==> src/sv/timer_task_table_defines.svh <==
// ----------------------------------------------------------------------------
// timer_task_table_defines.svh
// Assertion macros for the timer task table. Define ASSERT_OFF to drop them.
// ----------------------------------------------------------------------------
`ifndef TIMER_TASK_TABLE_DEFINES_SVH
`define TIMER_TASK_TABLE_DEFINES_SVH

`ifndef ASSERT_OFF

// same-cycle implication, sampled on clk, off during reset
`define ASSERT_IMPLY(label, ante, cons, msg) \
    label: assert property (@(posedge clk) disable iff (!rst_n) (ante) |-> (cons)) \
        else $error(msg);

// next-cycle implication, sampled on clk, off during reset
`define ASSERT_NEXT(label, ante, cons, msg) \
    label: assert property (@(posedge clk) disable iff (!rst_n) (ante) |=> (cons)) \
        else $error(msg);

`else

`define ASSERT_IMPLY(label, ante, cons, msg)
`define ASSERT_NEXT(label, ante, cons, msg)

`endif

`endif

==> src/sv/ttt_pkg.sv <==
// ----------------------------------------------------------------------------
// ttt_pkg
// Shared types and codes of the timer task table.
// ----------------------------------------------------------------------------
`default_nettype none

package ttt_pkg;

    // action codes
    localparam logic [2:0] ACT_TICK   = 3'd0;
    localparam logic [2:0] ACT_START  = 3'd1;
    localparam logic [2:0] ACT_STOP   = 3'd2;
    localparam logic [2:0] ACT_INIT   = 3'd3;
    localparam logic [2:0] ACT_DEINIT = 3'd4;

    // status codes
    localparam logic [2:0] ST_OK        = 3'd0;
    localparam logic [2:0] ST_NOT_INIT  = 3'd1;
    localparam logic [2:0] ST_ALREADY   = 3'd2;
    localparam logic [2:0] ST_NULL_ID   = 3'd3;
    localparam logic [2:0] ST_FULL      = 3'd4;
    localparam logic [2:0] ST_EMPTY     = 3'd5;

    // one table entry as stored in the entry memory
    typedef struct packed {
        logic [7:0]  id;
        logic [15:0] delay;
        logic [15:0] count;
        logic        periodic;
    } entry_t;

    // one result word toward the receiver
    typedef struct packed {
        logic       strobe;
        logic       fired;
        logic [7:0] fired_id;
        logic [2:0] status;
        logic       last;
    } result_t;

    // sequencer status seen by the top level
    typedef struct packed {
        logic busy;
        logic initialized;
        logic nonempty;
    } seq_stat_t;

endpackage

`default_nettype wire

==> src/sv/timer_task_table.sv <==
// ----------------------------------------------------------------------------
// timer_task_table
// Table of software timer entries with start, stop, init, deinit and tick.
// ----------------------------------------------------------------------------
// Command channel: a word (action, task_id, delay, periodic) is taken at an
//   edge where start is high and busy is low; busy holds high while a stop
//   search or a counting pass walks the table.
// Result channel: each word shows for one cycle with result_strobe high and
//   cannot be stalled. A pass gives one fired word per firing task in table
//   order; every action ends with a status word with last high.
// Answers: init, deinit, start, errors and ticks without a pass answer in the
//   cycle after acceptance, so they can run one word per cycle. A stop walks
//   S_STOP_RD and S_STOP_EVAL per entry examined, S_STOP_MOVE if an entry
//   moves, then S_FINISH; a pass walks S_TICK_RD and S_TICK_EVAL per entry
//   visited, S_TICK_MOVE per one-shot that moves an entry, then S_FINISH.
//   RD states await the registered read. busy drops as the status word shows.
// cfg_wr_en writes ticks_per_period; write it only while idle. Reset empties
//   the table, clears init and the divider and sets ticks_per_period to 1;
//   memory contents stay, only slots below the fill mark are read.
// ----------------------------------------------------------------------------
`default_nettype none

`include "timer_task_table_defines.svh"

module timer_task_table
    import ttt_pkg::*;
#(
    parameter int TASKS = 8
) (
    input  wire logic        clk,
    input  wire logic        rst_n,
    input  wire logic        start,
    output logic             busy,
    input  wire logic [2:0]  action,
    input  wire logic [7:0]  task_id,
    input  wire logic [15:0] delay,
    input  wire logic        periodic,
    input  wire logic        cfg_wr_en,
    input  wire logic [7:0]  cfg_wr_data,
    output logic             result_strobe,
    output logic             fired,
    output logic [7:0]       fired_id,
    output logic [2:0]       status,
    output logic             last
);

    localparam int IDX_W = (TASKS > 1) ? $clog2(TASKS) : 1;

    seq_stat_t        stat;
    result_t          result;
    logic             accept;
    logic             mem_we;
    logic [IDX_W-1:0] mem_waddr;
    logic [IDX_W-1:0] mem_raddr;
    entry_t           mem_wdata;
    entry_t           mem_rdata;

    logic [7:0]       tpp_reg, tpp_next;
    logic [7:0]       div_reg, div_next;
    logic [8:0]       div_inc;
    logic             pass_due;
    logic             tick_live;

    assign accept = start && !stat.busy;

    // Period divider: advance on every tick that finds a live, nonempty
    // table; wrap to zero and launch a pass once ticks_per_period is met.
    assign div_inc   = {1'b0, div_reg} + 9'd1;
    assign pass_due  = (div_inc >= {1'b0, tpp_reg});
    assign tick_live = accept && (action == ACT_TICK)
                       && stat.initialized && stat.nonempty;

    always_comb
    begin
        tpp_next = tpp_reg;
        div_next = div_reg;
        if (cfg_wr_en)
            tpp_next = cfg_wr_data;
        if (tick_live)
            div_next = pass_due ? 8'd0 : div_inc[7:0];
    end

    always_ff @(posedge clk or negedge rst_n)
    begin
        if (!rst_n)
        begin
            tpp_reg <= 8'd1;
            div_reg <= 8'd0;
        end
        else
        begin
            tpp_reg <= tpp_next;
            div_reg <= div_next;
        end
    end

    ttt_seq #(
        .TASKS (TASKS)
    ) u_seq (
        .clk       (clk),
        .rst_n     (rst_n),
        .accept    (accept),
        .action    (action),
        .task_id   (task_id),
        .delay     (delay),
        .periodic  (periodic),
        .pass_due  (pass_due),
        .stat      (stat),
        .result    (result),
        .mem_we    (mem_we),
        .mem_waddr (mem_waddr),
        .mem_wdata (mem_wdata),
        .mem_raddr (mem_raddr),
        .mem_rdata (mem_rdata)
    );

    ttt_entry_ram #(
        .DEPTH (TASKS)
    ) u_ram (
        .clk   (clk),
        .we    (mem_we),
        .waddr (mem_waddr),
        .wdata (mem_wdata),
        .raddr (mem_raddr),
        .rdata (mem_rdata)
    );

    assign busy          = stat.busy;
    assign result_strobe = result.strobe;
    assign fired         = result.fired;
    assign fired_id      = result.fired_id;
    assign status        = result.status;
    assign last          = result.last;

    // Single-step actions answer with a final word in the next cycle.
    `ASSERT_NEXT(a_quick_answer, accept && (action != ACT_TICK) && (action != ACT_STOP), result_strobe && last, "single-step action gave no final word")
    // A fired word always comes from inside a pass.
    `ASSERT_IMPLY(a_fire_in_pass, result_strobe && fired, busy && !last, "fired word outside a pass")
    // The final word releases the command channel.
    `ASSERT_IMPLY(a_last_idle, result_strobe && last, !busy, "busy after the final word")

endmodule

`default_nettype wire

==> src/sv/ttt_entry_ram.sv <==
// ----------------------------------------------------------------------------
// ttt_entry_ram
// Entry store: one write port, one read port, registered read data.
// ----------------------------------------------------------------------------
`default_nettype none

module ttt_entry_ram
    import ttt_pkg::*;
#(
    parameter int DEPTH = 8,
    localparam int ADDR_W = (DEPTH > 1) ? $clog2(DEPTH) : 1
) (
    input  wire logic              clk,
    input  wire logic              we,
    input  wire logic [ADDR_W-1:0] waddr,
    input  wire entry_t            wdata,
    input  wire logic [ADDR_W-1:0] raddr,
    output entry_t                 rdata
);

    entry_t mem [DEPTH];
    entry_t rdata_reg;

    always_ff @(posedge clk)
    begin
        if (we)
        begin
            mem[waddr] <= wdata;
        end
    end

    always_ff @(posedge clk)
    begin
        rdata_reg <= mem[raddr];
    end

    assign rdata = rdata_reg;

endmodule

`default_nettype wire

==> src/sv/ttt_seq.sv <==
// ----------------------------------------------------------------------------
// ttt_seq
// Action sequencer: appends, searches and walks the entry memory, and
// issues result words.
// ----------------------------------------------------------------------------
`default_nettype none

module ttt_seq
    import ttt_pkg::*;
#(
    parameter int TASKS = 8,
    localparam int IDX_W = (TASKS > 1) ? $clog2(TASKS) : 1,
    localparam int CNT_W = $clog2(TASKS + 1)
) (
    input  wire logic             clk,
    input  wire logic             rst_n,
    input  wire logic             accept,
    input  wire logic [2:0]       action,
    input  wire logic [7:0]       task_id,
    input  wire logic [15:0]      delay,
    input  wire logic             periodic,
    input  wire logic             pass_due,
    output seq_stat_t             stat,
    output result_t               result,
    output logic                  mem_we,
    output logic [IDX_W-1:0]      mem_waddr,
    output entry_t                mem_wdata,
    output logic [IDX_W-1:0]      mem_raddr,
    input  wire entry_t           mem_rdata
);

    typedef enum logic [2:0] {
        S_IDLE,
        S_TICK_RD,
        S_TICK_EVAL,
        S_TICK_MOVE,
        S_STOP_RD,
        S_STOP_EVAL,
        S_STOP_MOVE,
        S_FINISH
    } state_t;

    state_t           state_reg, state_next;
    logic [IDX_W-1:0] idx_reg, idx_next;
    logic [CNT_W-1:0] used_reg, used_next;
    logic             init_reg, init_next;
    logic [7:0]       id_reg, id_next;
    result_t          res_reg, res_next;

    logic [CNT_W-1:0] used_m1;
    logic [IDX_W-1:0] last_idx;
    logic [CNT_W-1:0] idx_inc;
    logic             at_end;
    logic             is_last;
    logic [15:0]      cnt_inc;
    logic             fire;
    logic             idle_done;
    logic [2:0]       idle_st;

    assign used_m1  = used_reg - CNT_W'(1);
    assign last_idx = used_m1[IDX_W-1:0];
    assign idx_inc  = CNT_W'(idx_reg) + CNT_W'(1);
    assign at_end   = (idx_inc >= used_reg);
    assign is_last  = (idx_inc == used_reg);

    // saturate the elapsed count, then compare against the delay
    assign cnt_inc = (mem_rdata.count == 16'hFFFF) ? mem_rdata.count
                                                   : mem_rdata.count + 16'd1;
    assign fire    = (cnt_inc >= mem_rdata.delay);

    always_comb
    begin
        state_next = state_reg;
        idx_next   = idx_reg;
        used_next  = used_reg;
        init_next  = init_reg;
        id_next    = id_reg;
        res_next   = '0;
        mem_we     = 1'b0;
        mem_waddr  = idx_reg;
        mem_wdata  = mem_rdata;
        mem_raddr  = idx_reg;
        idle_done  = 1'b0;
        idle_st    = ST_OK;

        unique case (state_reg)
            S_IDLE:
            begin
                if (accept)
                begin
                    idle_done = 1'b1;
                    case (action)
                        ACT_TICK:
                        begin
                            if (init_reg && (used_reg != '0) && pass_due)
                            begin
                                idle_done  = 1'b0;
                                idx_next   = '0;
                                state_next = S_TICK_RD;
                            end
                        end
                        ACT_START:
                        begin
                            if (!init_reg)
                                idle_st = ST_NOT_INIT;
                            else if (task_id == 8'd0)
                                idle_st = ST_NULL_ID;
                            else if (used_reg >= CNT_W'(TASKS))
                                idle_st = ST_FULL;
                            else
                            begin
                                // append at the fill mark
                                mem_we             = 1'b1;
                                mem_waddr          = used_reg[IDX_W-1:0];
                                mem_wdata.id       = task_id;
                                mem_wdata.delay    = delay;
                                mem_wdata.count    = 16'd0;
                                mem_wdata.periodic = periodic;
                                used_next          = used_reg + CNT_W'(1);
                            end
                        end
                        ACT_STOP:
                        begin
                            if (!init_reg)
                                idle_st = ST_NOT_INIT;
                            else if (used_reg == '0)
                                idle_st = ST_EMPTY;
                            else if (task_id == 8'd0)
                                idle_st = ST_NULL_ID;
                            else
                            begin
                                idle_done  = 1'b0;
                                id_next    = task_id;
                                idx_next   = '0;
                                state_next = S_STOP_RD;
                            end
                        end
                        ACT_INIT:
                        begin
                            if (init_reg)
                                idle_st = ST_ALREADY;
                            else
                            begin
                                used_next = '0;
                                init_next = 1'b1;
                            end
                        end
                        ACT_DEINIT:
                        begin
                            if (!init_reg)
                                idle_st = ST_NOT_INIT;
                            else
                            begin
                                used_next = '0;
                                init_next = 1'b0;
                            end
                        end
                        default:
                        begin
                            idle_st = ST_OK;
                        end
                    endcase
                end
            end

            S_TICK_RD:
            begin
                state_next = S_TICK_EVAL;
            end

            S_TICK_EVAL:
            begin
                // prefetch the last entry in case this one leaves
                mem_raddr = last_idx;
                if (fire)
                begin
                    res_next.strobe   = 1'b1;
                    res_next.fired    = 1'b1;
                    res_next.fired_id = mem_rdata.id;
                end
                if (!fire || mem_rdata.periodic)
                begin
                    mem_we          = 1'b1;
                    mem_wdata.count = fire ? 16'd0 : cnt_inc;
                    if (at_end)
                        state_next = S_FINISH;
                    else
                    begin
                        idx_next   = idx_reg + IDX_W'(1);
                        state_next = S_TICK_RD;
                    end
                end
                else if (is_last)
                begin
                    used_next  = used_m1;
                    state_next = S_FINISH;
                end
                else
                begin
                    state_next = S_TICK_MOVE;
                end
            end

            S_TICK_MOVE:
            begin
                // move the last entry in, then examine this slot again
                mem_we     = 1'b1;
                used_next  = used_m1;
                state_next = S_TICK_RD;
            end

            S_STOP_RD:
            begin
                state_next = S_STOP_EVAL;
            end

            S_STOP_EVAL:
            begin
                mem_raddr = last_idx;
                if (mem_rdata.id == id_reg)
                begin
                    if (is_last)
                    begin
                        used_next  = used_m1;
                        state_next = S_FINISH;
                    end
                    else
                    begin
                        state_next = S_STOP_MOVE;
                    end
                end
                else if (at_end)
                begin
                    state_next = S_FINISH;
                end
                else
                begin
                    idx_next   = idx_reg + IDX_W'(1);
                    state_next = S_STOP_RD;
                end
            end

            S_STOP_MOVE:
            begin
                mem_we     = 1'b1;
                used_next  = used_m1;
                state_next = S_FINISH;
            end

            S_FINISH:
            begin
                res_next.strobe = 1'b1;
                res_next.status = ST_OK;
                res_next.last   = 1'b1;
                state_next      = S_IDLE;
            end

            default:
            begin
                state_next = S_IDLE;
            end
        endcase

        if (idle_done)
        begin
            res_next.strobe = 1'b1;
            res_next.status = idle_st;
            res_next.last   = 1'b1;
        end
    end

    always_ff @(posedge clk or negedge rst_n)
    begin
        if (!rst_n)
        begin
            state_reg <= S_IDLE;
            idx_reg   <= '0;
            used_reg  <= '0;
            init_reg  <= 1'b0;
            id_reg    <= '0;
            res_reg   <= '0;
        end
        else
        begin
            state_reg <= state_next;
            idx_reg   <= idx_next;
            used_reg  <= used_next;
            init_reg  <= init_next;
            id_reg    <= id_next;
            res_reg   <= res_next;
        end
    end

    assign result           = res_reg;
    assign stat.busy        = (state_reg != S_IDLE);
    assign stat.initialized = init_reg;
    assign stat.nonempty    = (used_reg != '0);

endmodule

`default_nettype wire

==> config.mk <==
export PLATFORM = sky130hd
export DESIGN_NAME = timer_task_table
export DESIGN_NICKNAME = d
export VERILOG_FILES = /design/src/sv/ttt_pkg.sv /design/src/sv/timer_task_table.sv /design/src/sv/ttt_entry_ram.sv /design/src/sv/ttt_seq.sv
export VERILOG_INCLUDE_DIRS = /design/src /design/src/sv
export SDC_FILE = /design/constraint.sdc
export NUM_CORES = 1
export LEC_CHECK = 0
export ABC_AREA = 1
export BUFFER_PORTS_ARGS = -buffer_cell sky130_fd_sc_hd__buf_2
export CORE_MARGIN = 5
export CORE_UTILIZATION = 40
export DETAILED_ROUTE_END_ITERATION = 8
export SYNTH_ARGS = -nofsm -noshare
export SYNTH_HDL_FRONTEND = slang
export SYNTH_HIERARCHICAL = 1
export SYNTH_SLANG_ARGS = --single-unit
==> constraint.sdc <==
create_clock -name clk -period 4.3 [get_ports clk]
set_clock_uncertainty 0.15 [all_clocks]
set_input_delay 0.86 -clock clk [delete_from_list [all_inputs] [get_ports clk]]
set_output_delay 0.86 -clock clk [all_outputs]
set_load 0.005 [all_outputs]
## Word-level counts from Yosys, hierarchy flattened

Memory sizes are Yosys's and may differ from the RTL's. A register that Yosys moved wholly into a read port is not among the register bits.
Cells that the tools add are included.

| operators by class | value |
|---|---|
| reduce and logical (&&, ||, !) cells | 25 |
| add/sub/neg operators | 6 |
| order comparisons | 4 |
| bitwise operators | 2 |
| equality and inequality tests | 30 |
| muxes and demuxes | 87 |

Operator list:

| cell | count |
|---|---|
| $mux 41 | 5 |
| $mux 3 | 30 |
| $mux 16 | 3 |
| $mux 4 | 10 |
| $pmux 16 s2 | 1 |
| $mux 24 | 1 |
| $pmux 3 s8 | 1 |
| $mux 1 | 19 |
| $ne 3x3->1 const B | 6 |
| $add 16x1->16 const B | 1 |
| $eq 16x16->1 const B | 1 |
| $ge 16x16->1 | 1 |
| $pmux 4 s4 | 1 |
| $eq 3x3->1 const B | 5 |
| $eq 3x2->1 const B | 4 |
| $ne 3x2->1 const B | 4 |
| $pmux 3 s2 | 2 |
| $pmux 3 s4 | 1 |
| $pmux 4 s3 | 1 |
| $reduce_and 6->1 | 2 |
| $mux 10 | 1 |
| $reduce_and 10->1 | 1 |
| $add 8x1->9 const B | 1 |
| $ge 9x8->1 | 1 |
| 31 further kinds | 51 |

| word-level totals | value |
|---|---|
| register bits after elaboration | 49 |
| memories kept | 1 |
| output and inout bits | 15 |
| word-level logic and storage cells | 167 |
| bits in writable memories | 328 |
| input port bits | 40 |

Memory list:

| name | depth | bits a word | read ports | clocked after memory_dff | wr ports | line | text |
|---|---|---|---|---|---|---|---|
| u_ram.mem | 8 | 41 | 1 | 1 | 1 | ttt_entry_ram.sv:21 | `entry_t mem [DEPTH];` |

## Longest topological paths before layout

Gate-level depths: netlist of the first run.

| depth | value |
|---|---|
| depth after elaboration | 9 |
| mapped depth | 23 |
| gate-level depth less buffers | 23 |

## Cells and area by module

The synthesis of the first run kept the hierarchy.

By module, submodules not included:

| module | times used | cells each | seq. area each (um^2) | area an instance (um^2) |
|---|---|---|---|---|
| ttt_entry_ram | 1 | 1,476 | 10,670.2 | 15,182.1 |
| ttt_seq | 1 | 528 | 825.8 | 3,373.2 |
| timer_task_table | 1 | 138 | 401.6 | 1,059.8 |

## Worst setup path before layout of the first run

No wires, ideal clock.

| timing | value |
|---|---|
| path type | flip-flop to flip-flop |
| from | register u_ram/rdata[1] (netlist name) |
| to | memory u_ram/mem[1][0] (netlist bit) (enable) |
| data arrival time | 4.145 ns |
| path slack | -0.435 ns |
| buffers on the path | 0 |
| stages on the path, launching flop included | 20 |
| clock period less this slack | 4.735 ns |
| library setup time | 0.440 ns |
| required time | 3.710 ns |
| cells stage by stage | dfxtp_1 ha_1 nand2_1 nor3_2 nand2_1 nor3_2 xnor2_1 inv_1 nor2_1 inv_1 ha_1 nand2_1 o21ai_0 a21oi_1 nand2_1 nand2_1 nand2_1 nand3_1 nand2_1 nor2_1 |

| between the ends | value |
|---|---|
| cells in the longest elaborated chain, start to end | 9 |
| elaborated cells between the ends (all ways) | 10 |
| classes of those cells | 1 x add/sub; 1 x order compare; 1 x eq/ne; 5 x mux; 2 x reduce/logical |

Ends and longest elaborated chain:

| what | line | text |
|---|---|---|
| $add 16x1->16 / $eq 16x16->1 (equally long branches) | ttt_seq.sv:68, ttt_seq.sv:67 |  |
| $mux 16 (*) | ttt_seq.sv:67 | `assign cnt_inc = (mem_rdata.count == 16'hFFFF) ? mem_rdata.count` |
| $ge 16x16->1 (*) | ttt_seq.sv:69 | `assign fire = (cnt_inc >= mem_rdata.delay);` |
| $logic_not 1->1 (*) | ttt_seq.sv:181 | `if (!fire \|\| mem_rdata.periodic)` |
| $logic_or 1x1->1 (*) | ttt_seq.sv:181 |  |
| $mux 1 (*) | ttt_seq.sv:181 |  |
| $pmux 1 s3 (*) | ttt_seq.sv:86 | `unique case (state_reg)` |
| net mem_we | timer_task_table.sv:52 | `logic mem_we;` |
| $mux 1 (*) | ttt_entry_ram.sv:26 | `if (we)` |
| $mux 1 (implied by the code) (*) | ttt_entry_ram.sv:28 | `mem[waddr] <= wdata;` |
| to (decl) | ttt_entry_ram.sv:21 |  |

The timed path passes the listed nets; every way through them passes the cells marked *.

## Final worst setup path of the first run

| timing | value |
|---|---|
| from | register u_ram/rdata[2] (netlist name) |
| to | memory u_ram/mem[6][18] (netlist bit) (enable) |

| between the ends | value |
|---|---|
| cells in the longest elaborated chain, start to end | 9 |
| elaborated cells between the ends (all ways) | 10 |
| classes of those cells | 1 x add/sub; 1 x order compare; 1 x eq/ne; 5 x mux; 2 x reduce/logical |

Ends and longest elaborated chain:

| what | line |
|---|---|
| $add 16x1->16 / $eq 16x16->1 (equally long branches) | ttt_seq.sv:68, ttt_seq.sv:67 |
| $mux 16 (*) | ttt_seq.sv:67 |
| $ge 16x16->1 (*) | ttt_seq.sv:69 |
| $logic_not 1->1 (*) | ttt_seq.sv:181 |
| $logic_or 1x1->1 (*) | ttt_seq.sv:181 |
| $mux 1 (*) | ttt_seq.sv:181 |
| $pmux 1 s3 (*) | ttt_seq.sv:86 |
| net mem_we | timer_task_table.sv:52 |
| $mux 1 (*) | ttt_entry_ram.sv:26 |
| $mux 1 (implied by the code) (*) | ttt_entry_ram.sv:28 |

Marked as above.

==> flow_metrics.tcl, run 1 <==
set metrics [dict create \
    grtUsageMet1_pct 23.7 \
    synth_cells 2142 \
    p_leak_uw 0.0104 \
    yosys.area.top_type_share_pct 50.2 \
    final_util_pct 45.7 \
    ir_worst_vdd_v 0.000631 \
    end_kind "flop" \
    ys_ff_latch 418 \
    cts_buffer_depth 3 \
    hold_class "flop to flop" \
    min_period_ns 3.94 \
    r2r_cells 22 \
    grtUsageMet3_pct 2.71 \
    tns_ns 0 \
    status "completed" \
    grt_max_degree 165 \
    final_nets 2283 \
    synthTopCellsByArea "edfxtp_1 50%, nand2_1 14%, inv_1 8.2%, dfrtp_1 6.1%, nand3_1 5.1%" \
    place.port_buffers 54 \
    drive_gt1_share_pct 9.94 \
    top_usage_layer "met2" \
    finalMaxSlewViolations 0 \
    worstPathArrival_ns 4.05 \
    finalSetupViolCount 0 \
    tightest_slew_ns 0.807 \
    ys_top_cells_by_count "736 x nand2_1, 429 x inv_1, 328 x edfxtp_1, 198 x nand3_1, 73 x nor2_1" \
    fp.dieH_um 231 \
    critPathLaunchType "flop" \
    powerDensity_mw_per_mm2 746 \
    viasPerCell 4.69 \
    clock.fmax_mhz 254 \
    cts_tree "built" \
    r2r-start "u_ram/rdata[2]" \
    hold_viol_final 0 \
    initial_core_util_pct 40.2 \
    async_reset_ff_share_pct 11.7 \
    crit_path_max_fanout 16 \
    timing.hold.ws_ns 0.327 \
    yosysWarnings 6 \
    clkSlewWorstSetupHoldPaths_ns 0.06 \
    synth.yosys.seq_area_share_pct 60.7 \
    antenna_found_initial 0 \
    firstDrtPassIters 5 \
    wl_mm 45.1 \
    dpl.cell_count 2823 \
    hpwl_mm 27.2 \
    syn_avg_cell_area_um2 9.16 \
    yosys.cell_count.top_type "nand2_1" \
    cts_root_buffer "clkbuf_16" \
    core_area_mm2 0.0487 \
    wire_per_inst_um 15.5 \
    numCtsBuffers 45 \
    worstSetupPathType "flop to flop" \
    placement_rows 81 \
    syn-cell-area_mm2 0.0196 \
    grt_usage_pct 16.9 \
    ys_types 45 \
    first_global_vias 13105 \
    clk_latency_ns 0.59 \
    synth_flop_cell "edfxtp_1" \
    ant_nets 0 \
    dieWidth_um 231 \
    route.detailed.drc 0 \
    fin_crit_sh_pct 91.7 \
    synth-edff-count 328 \
    grt_overflow 0 \
    largest_reg_flops 328 \
    hold_depth 2 \
    drtIter0Drc 1100 \
    r2r-end "u_ram/mem[6][18]" \
    grt_pass1_wl_mm 72.6 \
    worstSetupEndpoint "u_ram/mem[6][18]" \
    syn_to_final_growth_pct 13.6 \
    grt_use_met2_pct 27.4 \
    crit_start "u_ram/rdata[2]" \
    gp_congestion 0.825 \
    dr_total_vias 13644 \
    dieArea_mm2 0.0536 \
    instances_no_fill 2907 \
    h-tree-depth 2 \
    synth_top_cell_by_area "edfxtp_1" \
    relSlewSlack_pct 46.0 \
    cts_num_sinks 418 \
    antennaDiodeCount 0 \
    synthesis.nets 2215 \
    maxCapViolations 0 \
    crit_required_ns 4.40 \
    regToRegSetupSlack_ns 0.36 \
    io_pins 55 \
]
-- routing by layer --
metal | vias up | routed length (um)
met5 | - | 0
met3 | 62 | 2620
met4 | 0 | 968
met2 | 329 | 20900
li1 | 6832 | -
met1 | 6421 | 20700
-- critical path, stage by stage (launching register included) --
cell,delay (ns)
dfxtp_1,0.40
ha_1,0.21
nand2_1,0.09
nor3_2,0.22
nand4_1,0.23
nor2_4,0.18
nor2_1,0.06
nor2_1,0.18
ha_1,0.29
nand2_1,0.07
inv_1,0.03
nand2_1,0.05
nand2_1,0.05
nand2_1,0.05
nand2_1,0.08
nand2_1,0.09
nand2_1,0.18
nand2_1,0.11
nand2_1,0.08
nand3_1,0.14
nand2_2,0.19
nor2_4,0.16
buf_4,0.29
-- power breakdown --
part           switching (uW)  internal [uW]  total, uW
clock network            1590           2220       3810
logic                    4720           1980       6700
registers                 352           5750       6100
total                    6660           9950      16600
-- worst min-delay path by stage --
stage	start	to	slack, ns
final	u_ram/rdata[33]	u_seq/result[4]	0.33
after global routing	cfg_wr_data[3]	tpp_reg[3]	0.33
after CTS	cfg_wr_data[2]	tpp_reg[2]	0.30
after detailed placement	u_ram/rdata[39]	u_seq/result[10]	0.31
after global placement	u_ram/rdata[34]	u_seq/result[5]	0.32
after floorplan	u_ram/rdata[39]	u_seq/result[10]	0.29
-- cells by family (layout without fill, tap and decap cells) --
family / after synthesis / count (layout) / share of synthesized area (%)
buf+inv: 510 / 611 / 10.8
compound gates: 96 / 96 / 2.62
flops: 418 / 418 / 60.7
xor+xnor: 26 / 26 / 1.16
mux: 2 / 2 / 0.115
fa+ha+maj: 33 / 33 / 2.11
simple gates: 1057 / 1057 / 22.6
-- placed cells by master (no fill, tap or decap), drive strengths merged, types with 12 or more instances in the layout --
| cell type | Yosys | layout |
|---|---|---|
| o21ai | 53 | 53 |
| nor2 | 88 | 88 |
| nand3 | 205 | 205 |
| dfrtp | 48 | 48 |
| inv | 433 | 436 |
| dfxtp | 41 | 41 |
| ha | 33 | 33 |
| clkbuf | 16 | 55 |
| a21oi | 34 | 34 |
| buf | 61 | 96 |
| clkinv | 0 | 18 |
| xor2 | 12 | 12 |
| edfxtp | 328 | 328 |
| nand2 | 740 | 740 |
| xnor2 | 14 | 14 |
-- area by class of cell --
| cell class | count | area (um^2) |
|---|---|---|
| flip-flops and latches | 418 | 11900 |
| inverters | 433 | 1630 |
| clock buffers | 54 | 1190 |
| multi-input cells | 1214 | 5720 |
| clock inverters | 26 | 258 |
| fillers | 4560 | 26500 |
| well taps | 664 | 831 |
| repair buffers | 98 | 758 |
-- through the flow --
stage                     total power [uW]  worst slack, ns  area (um^2)
after floorplan                      10900           -0.434        19600
final                                16600            0.358        22300
after detailed placement             12900            0.199        20800
after global routing                 17900          -0.0218        22300
after CTS                            16700            0.164        22200
after global placement               12800            0.284        20800
-- timing repair --
| action | in CTS | in global routing |
|---|---|---|
| setup buffers | 0 | 2 |
| setup endpoints to repair | 0 | 331 |
| resized for setup | 0 | 4 |
| hold buffers | 1 | 0 |
| endpoints found under the hold margin | 8 | 0 |
(Power assumes the default switching activity.)
==> run 2, diff against run 1 <==
PLACE_DENSITY = 0.55   (was default)
==> run 2 against run 1 <==
  * Sequential power about the same
  * Highest routed layer unchanged
  * Worst setup slack better by 0.0011 ns
  * Combinational power up 0.6%
  * Final cell count up 0.17%
  * Routed wire length up 0.66%
  * Fmax about the same
  * Critical path type unchanged
  * Flip-flop and latch count unchanged
  * Via count down 1.1%
  * Clock-buffer cell count up 5
  * Global-route usage about the same
  * Critical path depth down 5
  * Sequential share of layout area about the same
==> flow_metrics.tcl, run 2 (synthesized netlist as in run 1, its figures left out) <==
set metrics [dict create \
    status "completed" \
    core_area_mm2 0.0487 \
    regToRegSetupSlack_ns 0.36 \
    final_nets 2284 \
    grt_usage_pct 16.9 \
    end_kind "flop" \
    h-tree-depth 2 \
    syn_to_final_growth_pct 13.6 \
    gp_congestion 0.806 \
    clkPwrFrac_pct 22.9 \
    crit_path_max_fanout 29 \
    tightest_slew_ns 0.824 \
    fin_crit_sh_pct 91.6 \
    powerDensity_mw_per_mm2 747 \
    clk_latency_ns 0.57 \
    grt_overflow 0 \
    fillCellCount 4622 \
    cpMaxStageDelayCell "dfxtp_1" \
    worstPathArrival_ns 4.04 \
    dieArea_mm2 0.0536 \
    clock.fmax_mhz 254 \
    grt_max_degree 165 \
    cts_root_buffer "clkbuf_16" \
    io_pins 55 \
    largest_reg_flops 328 \
    crit_required_ns 4.40 \
    internal-power_uw 9970 \
    wl_mm 45.4 \
    final_util_pct 45.7 \
    switching_share_pct 40.1 \
    path_cells "ha_1 > nand2_1 > nor3_2 > nand4_1 > o211ai_2 > xnor2_1 > ha_1 > a21oi_1 > o21ai_0 > a21oi_1 > nand2_2 > nand2_1 > nand2_1 > nand3_1 > nand2_2 > nor2_4 > buf_12" \
    finalMaxSlewViolations 0 \
    hold_viol_final 0 \
    maxCapViolations 0 \
    place.port_buffers 54 \
    cp_common_cell "nand2_1" \
    pwr-share-comb_pct 40.5 \
    antenna_found_initial 1 \
    final_cell_mix "733 x nand2_1, 428 x inv_1, 328 x edfxtp_1, 197 x nand3_1, 65 x nor2_1" \
    cts_buffer_depth 3 \
    dieWidth_um 231 \
    firstDrtPassIters 5 \
    critPathLaunchType "flop" \
    cts_tree "built" \
    drtIter0Drc 859 \
    grt_pass1_wl_mm 72.2 \
    hold_class "primary input to asynchronous set/reset pin" \
    seq_area_mm2 0.0119 \
    relSlewSlack_pct 45.1 \
    r2r_cells 17 \
    first_global_vias 13047 \
    finalSetupViolCount 0 \
    fin_area_mm2 0.0223 \
    hpwl_mm 27.4 \
    placement_rows 81 \
    clkSlewWorstSetupHoldPaths_ns 0.06 \
    viasPerCell 4.63 \
    final_common_cell "nand2_1" \
    critPathMaxStageDelay_ns 0.40 \
    route.detailed.drc 0 \
    cts_hold_buf 0 \
    p_sw_uw 6680 \
    multiInputGateArea_mm2 0.00571 \
    grt_setup_unrepaired "false" \
    cts_num_sinks 418 \
    dr_total_vias 13496 \
    min_period_ns 3.94 \
    power_frac_seq_pct 36.6 \
    drive_gt1_share_pct 9.88 \
    dpl_cell_area_mm2 0.0208 \
    antennaDiodeCount 0 \
    tns_ns 0 \
    ant_nets 0 \
    worstSetupPathType "flop to flop" \
    ir_worst_vdd_v 0.000755 \
    p_leak_uw 0.0104 \
    wire_per_inst_um 15.6 \
    numCtsBuffers 45 \
    initial_core_util_pct 40.2 \
    fp.dieH_um 231 \
]
==> run 2: cell types whose count changed in the layout (fill, tap and decap cells not counted), moves of 2 or more <==
cell	delta
buf_4	+2
clkbuf_1	+3
clkbuf_8	+2
clkinv_1	+5
clkinv_2	-6
==> run 2: path summary, 6_finish.rpt <==
check,start,end
worst min register to register,u_ram/rdata[39],u_seq/result[10]
min in group clk,u_ram/rdata[39],u_seq/result[10]
worst min-delay path,rst_n,tpp_reg[5]
worst max register to register,u_ram/rdata[1],u_ram/mem[5][16]
worst max-delay path,u_ram/rdata[1],u_ram/mem[5][16]
max in group asynchronous,rst_n,u_seq/result[3]
==> run 2: power by group through the flow <==
stage,Sequential [uW],Clock (uW),Combinational (uW)
after floorplan,6090,0,4790
after global placement,6160,0,6720
after detailed placement,6180,0,6790
after CTS,6100,3910,6820
after global routing,6170,4090,7690
final,6100,3800,6740
==> run 2: layout make-up <==
cell class / instances / area share [%]
Inverter: 433 / 7.31
Timing Repair Buffer: 99 / 3.40
Multi-Input combinational cell: 1214 / 25.7
Sequential cell: 418 / 53.4
Clock buffer: 59 / 5.52
Clock inverter: 25 / 0.983
Tap cell: 664 / 3.73
==> run 2: layer usage <==
metal | routed length [um] | track usage [%]
met3 | 2040 | 2.95
met1 | 21100 | 22.7
met4 | 1030 | 4.88
met2 | 21300 | 28.2
met5 | 0 | 0
==> run 2: metrics by stage <==
stage | cells | total power, uW | hold slack, ns | setup slack (ns)
floorplan | 2142 | 10900 | 0.287 | -0.434
global placement | 2828 | 12900 | 0.321 | 0.317
detailed placement | 2828 | 13000 | 0.322 | 0.256
CTS | 2912 | 16800 | 0.124 | 0.222
global route | 2912 | 18000 | 0.169 | 0.0454
finish | 2912 | 16600 | 0.140 | 0.359
==> run 2: timing repair <==
item / 4_1_cts / 5_1_grt
setup buffers: 0 / 0
endpoints found under the setup margin: 0 / 328
hold endpoints to repair: 0 / 0
resized for setup: 0 / 4
==> run 2: worst max-delay path: cells and delay by family (launching register included) <==
kind / cells / cell delay (ns)
adders and majority gates: 2 / 0.51
xor gates and xnor gates: 1 / 0.18
AOI/OAI and AO/OA: 4 / 0.68
and+or+nand+nor: 9 / 1.41
DFF: 1 / 0.40
buffers and inverters: 1 / 0.25
